**config.mk**
```make
export PLATFORM = sky130hd
export DESIGN_NAME = blrm_ram
export DESIGN_NICKNAME = d
export VERILOG_FILES = /design/src/rtl/core/blrm_ram.sv
export SDC_FILE = /design/constraint.sdc
export NUM_CORES = 1
export LEC_CHECK = 0
export BUFFER_PORTS_ARGS = -buffer_cell sky130_fd_sc_hd__buf_2
export CAP_MARGIN = 20
export CORE_UTILIZATION = 65
export DETAILED_ROUTE_END_ITERATION = 10
export PLACE_DENSITY = 0.89
export REMOVE_ABC_BUFFERS = 1
export SLEW_MARGIN = 20
export SYNTH_ARGS = -nofsm -noshare
export SYNTH_HDL_FRONTEND = slang
export SYNTH_SLANG_ARGS = --single-unit
```
**constraint.sdc**
```tcl
create_clock -name clk -period 3.5 [get_ports clk]
set_input_delay 0.175 -clock clk [delete_from_list [all_inputs] [get_ports clk]]
set_output_delay 0.175 -clock clk [all_outputs]
set_load 0.01 [all_outputs]
```
**src/rtl/core/blrm_ram.sv**
```systemverilog
// generic single write port ram with registered read
module blrm_ram #(
  parameter int WIDTH = 8,
  parameter int DEPTH = 16
) (
  input  logic                     clk,
  input  logic                     we,
  input  logic [$clog2(DEPTH)-1:0] waddr,
  input  logic [WIDTH-1:0]         wdata,
  input  logic [$clog2(DEPTH)-1:0] raddr,
  output logic [WIDTH-1:0]         rdata
);

  logic [WIDTH-1:0] mem [DEPTH];

  // write and registered read
  always_ff @(posedge clk) begin
    if (we) begin
      mem[waddr] <= wdata;
    end
    rdata <= mem[raddr];
  end

endmodule

```
* Yosys cells after proc, flatten, opt, wreduce, memory -nomap -nowiden
Memories as Yosys holds them, arrays and structs flattened. A register that Yosys moved wholly into a read port is not among the register bits. Index checks and enable logic that the tools add are counted.
Storage, ports and cells: flip-flop bits (word level) 0, bits in writable memories 128, bits of input ports 18, output and inout bits 8, word-level logic and storage cells 3, memories 1
Memory list:
- mem | words 16, bits a word 8, rd ports 1, clocked after Yosys merged registers in 1, wr ports 1, RTL line 14 | logic [WIDTH-1:0] mem [DEPTH];
Operators by class: muxes and demuxes 2
Operators by type and width (count):
- 1-bit two-way mux | 2

* Depth between registers and ports, before layout
word-level depth 2, depth in mapped cells 5, mapped depth without buffers 3

* Least setup slack after synthesis
No wires, ideal clock.
path kind input to register, start point input port waddr[2], end point memory mem[0][0] (enable), setup time 0.383 ns, data arrival time 1.285 ns, setup slack 1.832 ns, stages on the path 2, path buffers 0, cell sequence or3b_2 > nor3_1
RTL lines:
- start: declaration | RTL line 8 | input logic [$clog2(DEPTH)-1:0] waddr,
- end: declaration | RTL line 14
No word-level cell before the write port.

==> report_table.html <==
<table>
<tr><th>Metric</th><th>Value</th></tr>
<tr><th colspan="2">Status</th></tr>
<tr><td>Result of the run</td><td>completed</td></tr>
<tr><th colspan="2">Clock tree</th></tr>
<tr><td>CTS tree</td><td>done</td></tr>
<tr><td>Post-CTS setup buffer count</td><td>0</td></tr>
<tr><td>CTS root buf</td><td>clkbuf_8</td></tr>
<tr><td>Clock Pin Slew Worst Setup and Hold Paths</td><td>60 ps</td></tr>
<tr><td>Clock tree buffer depth</td><td>2</td></tr>
<tr><td>Insertion delay of the later-clocked pin in the worst-skew pair</td><td>530 ps</td></tr>
<tr><td>Number of buffers added by the clock tree synthesis step</td><td>17</td></tr>
<tr><td>Clock Sink Count</td><td>136</td></tr>
<tr><td>Hold bufs inserted after CTS</td><td>0</td></tr>
<tr><td>CTS resizes</td><td>0</td></tr>
<tr><td>H-tree depth</td><td>4</td></tr>
<tr><th colspan="2">Die</th></tr>
<tr><td>Initial standard-cell utilization of the core</td><td>0.670</td></tr>
<tr><td>Num rows</td><td>32</td></tr>
<tr><td>Area of the core</td><td>7690 um^2</td></tr>
<tr><td>Number of placed I/O pins</td><td>26</td></tr>
<tr><td>Total Die Area</td><td>8280 um^2</td></tr>
<tr><td>Die X-Extent</td><td>91.0 um</td></tr>
<tr><td>Vertical die dimension</td><td>91.0 um</td></tr>
<tr><th colspan="2">Setup path</th></tr>
<tr><td>Setup Crit Path Kind</td><td>in -&gt; reg</td></tr>
<tr><td>CP Max Fanout</td><td>17</td></tr>
<tr><td>Critical Path AT</td><td>2090 ps</td></tr>
<tr><td>Required time reported for the critical path endpoint</td><td>3900 ps</td></tr>
<tr><td>Worst setup SP type</td><td>input pin</td></tr>
<tr><td>Critical path capture point type</td><td>flop</td></tr>
<tr><th colspan="2">Timing</th></tr>
<tr><td>Worst Tran Pin Value</td><td>946 ps</td></tr>
<tr><td>Hold Fails Final Rpt</td><td>0</td></tr>
<tr><td>Peak Freq</td><td>589 MHz</td></tr>
<tr><td>Max-slew violations</td><td>0</td></tr>
<tr><td>Number of endpoints failing setup at the final stage</td><td>0</td></tr>
<tr><td>Worst clock skew on the final layout</td><td>5.98 ps</td></tr>
<tr><td>Setup Total Neg Slack</td><td>0 ps</td></tr>
<tr><td>Slew HR</td><td>0.367</td></tr>
<tr><td>Setup repair after global routing missed its margin</td><td>false</td></tr>
<tr><td>Shortest clock period the worst path allows after layout</td><td>1700 ps</td></tr>
<tr><td>Final worst path period share</td><td>0.485</td></tr>
<tr><th colspan="2">Place</th></tr>
<tr><td>Number of port buffers</td><td>25</td></tr>
<tr><td>Placement Cell Area</td><td>5350 um^2</td></tr>
<tr><td>Placer's final routability congestion estimate</td><td>0.753</td></tr>
<tr><td>Post-DP HPWL</td><td>5.71 mm</td></tr>
<tr><th colspan="2">Cells and area</th></tr>
<tr><td>Layout net count</td><td>286</td></tr>
<tr><td>Sequential Area</td><td>4000 um^2</td></tr>
<tr><td>Number of diodes</td><td>0</td></tr>
<tr><td>Share of cells above drive strength 1</td><td>0.278</td></tr>
<tr><td>Multi-input gate area in the final layout</td><td>1060 um^2</td></tr>
<tr><td>Syn-to-layout area delta</td><td>16.4%</td></tr>
<tr><td>Fill count</td><td>389</td></tr>
<tr><td>Post-layout instance area</td><td>5990 um^2</td></tr>
<tr><th colspan="2">GRT</th></tr>
<tr><td>Pin count of the biggest net entering global routing</td><td>33</td></tr>
<tr><td>Via count of the first global-routing pass</td><td>2574</td></tr>
<tr><td>Overflow left after global routing</td><td>0</td></tr>
<tr><td>Antenna violations before repair</td><td>0</td></tr>
<tr><td>First-pass GRT wire length</td><td>15.6 mm</td></tr>
<tr><td>Overall global routing resource usage</td><td>0.280</td></tr>
<tr><th colspan="2">Yosys</th></tr>
<tr><td>Area contributors post-synth</td><td>edfxtp_1, mux4_2, mux4_1, dfxtp_1, a22oi_1</td></tr>
<tr><td>Mapped Cells</td><td>229</td></tr>
<tr><td>Post-synthesis average cell area</td><td>22.5 um^2</td></tr>
<tr><td>Number of synthesized register bits</td><td>136</td></tr>
<tr><td>Primary FF master, synth</td><td>edfxtp_1</td></tr>
<tr><td>Sequential-to-total area share from yosys stat</td><td>0.778</td></tr>
<tr><td>Share of synthesized flip-flops with an asynchronous set or reset</td><td>0</td></tr>
<tr><td>Netlist area before placement</td><td>5150 um^2</td></tr>
<tr><td>Share of Yosys cell area claimed by the top area cell type</td><td>0.747</td></tr>
<tr><td>Number of enable-type register cells in the synthesized netlist</td><td>128</td></tr>
<tr><td>Synth unique cells</td><td>19</td></tr>
<tr><td>Synth area leader</td><td>edfxtp_1</td></tr>
<tr><td>Synth warn</td><td>0</td></tr>
<tr><td>Commonest cells in the synthesized netlist</td><td>edfxtp_1, mux4_2, a22oi_1</td></tr>
<tr><td>Most frequently used cell type in the post-synthesis netlist</td><td>edfxtp_1</td></tr>
<tr><th colspan="2">Power</th></tr>
<tr><td>Switching power</td><td>767 uW</td></tr>
<tr><td>Worst vdd ir</td><td>0.452 mV</td></tr>
<tr><td>Combinational power share</td><td>0.042</td></tr>
<tr><td>Net Sw Frac</td><td>0.196</td></tr>
<tr><td>Leakage power</td><td>0.00203 uW</td></tr>
<tr><td>Share of power burned in the clock network</td><td>0.490</td></tr>
<tr><td>Power density over cell area</td><td>654 nW/um^2</td></tr>
<tr><td>Sequential group share of total power</td><td>0.467</td></tr>
<tr><td>Internal power</td><td>3150 uW</td></tr>
<tr><th colspan="2">Route</th></tr>
<tr><td>Total vias in the final route</td><td>2565</td></tr>
<tr><td>Count of routing violations after the opening detailed-route iteration</td><td>318</td></tr>
<tr><td>TritonRoute pass-1 iters</td><td>5</td></tr>
<tr><td>WL/cell</td><td>27.3 um</td></tr>
<tr><td>Post-detailed-route count of antenna-violating nets</td><td>0</td></tr>
<tr><td>Routed wire length</td><td>10.5 mm</td></tr>
<tr><td>Routed vias/inst</td><td>6.70</td></tr>
<tr><td>Remaining routing DRC violations</td><td>0</td></tr>
<tr><th colspan="2">Job</th></tr>
<tr><td>Max-cap violations</td><td>0</td></tr>
<tr><th colspan="2">Worst hold path</th></tr>
<tr><td>Tightest Hold Check Type</td><td>in -&gt; reg</td></tr>
</table>
-- kinds of logic after synthesis --
group	share of synthesized area
DFF	0.778
and+or+nand+nor	0.0318
muxes	0.150
buffers and inverters	0.0168
AOI/OAI and AO/OA	0.0233
-- worst paths after layout --
path / startpoint / end / slack [ps] / cells after the start
hold reg to reg: mem[4][0] / rdata[0] / 700 / 3
hold / removal: wdata[6] / mem[3][6] / 30 / 1
setup / recovery: raddr[0] / rdata[1] / 1800 / 5
setup reg to reg: mem[0][1] / rdata[1] / 2050 / 3
-- cell usage in the layout, fill, tap and decap left out, types with 2 or more instances in the layout --
cell type    n
nor3_1       4
nand2b_1     2
clkinv_4     2
a22oi_1     16
clkinv_1     2
bufinv_16    5
nor2_1      13
mux4_1      14
dfxtp_1      8
edfxtp_1   128
nand2_1      9
clkbuf_8     3
clkbuf_16   16
nand3b_1     2
buf_4        5
mux4_2      18
buf_2       25
-- metrics by stage --
stage / total power (uW) / hold WS (ps) / setup slack [ps] / util / cells
after floorplan: 1940 / 274 / 1830 / - / 219
after global placement: 2020 / 555 / 1380 / 0.696 / 351
after detailed placement: 2030 / 571 / 1290 / 0.696 / 351
after CTS: 3930 / 24.2 / 1820 / 0.780 / 383
after global routing: 4000 / 35.7 / 1720 / 0.780 / 383
final: 3920 / 33.8 / 1800 / 0.780 / 383
-- power by group through the flow --
stage,registers [uW],logic [uW],clock network [uW]
floorplan,1870,73.0,0
global placement,1860,153,0
detailed placement,1870,162,0
CTS,1830,167,1930
global route,1830,177,1990
finish,1830,166,1920
-- area by class of cell --
cell class              count  share of cell area
clock buffers              20              0.0743
multi-input cells          83               0.176
repair buffers             30              0.0271
well taps                 102              0.0213
clock inverters            12              0.0328
flip-flops and latches    136               0.668
-- sequential cells by signal, indices dropped and copies added (netlist names) --
register  count
mem         128
rdata         8
-- critical path, cell delays in order --
cell and delay [ps]:
buf_2 430, buf_4 410, mux4_1 610, a22oi_1 330, nand2_1 120
-- per-layer routing --
layer  vias up  track usage  routed length, um
li1       1053            -                  -
met1      1291        0.370               3880
met2       188        0.451               5360
met3        33       0.0687                898
met4         0        0.124                339
met5         -            0                  0
No activity file was read; power rests on OpenSTA's default activity.
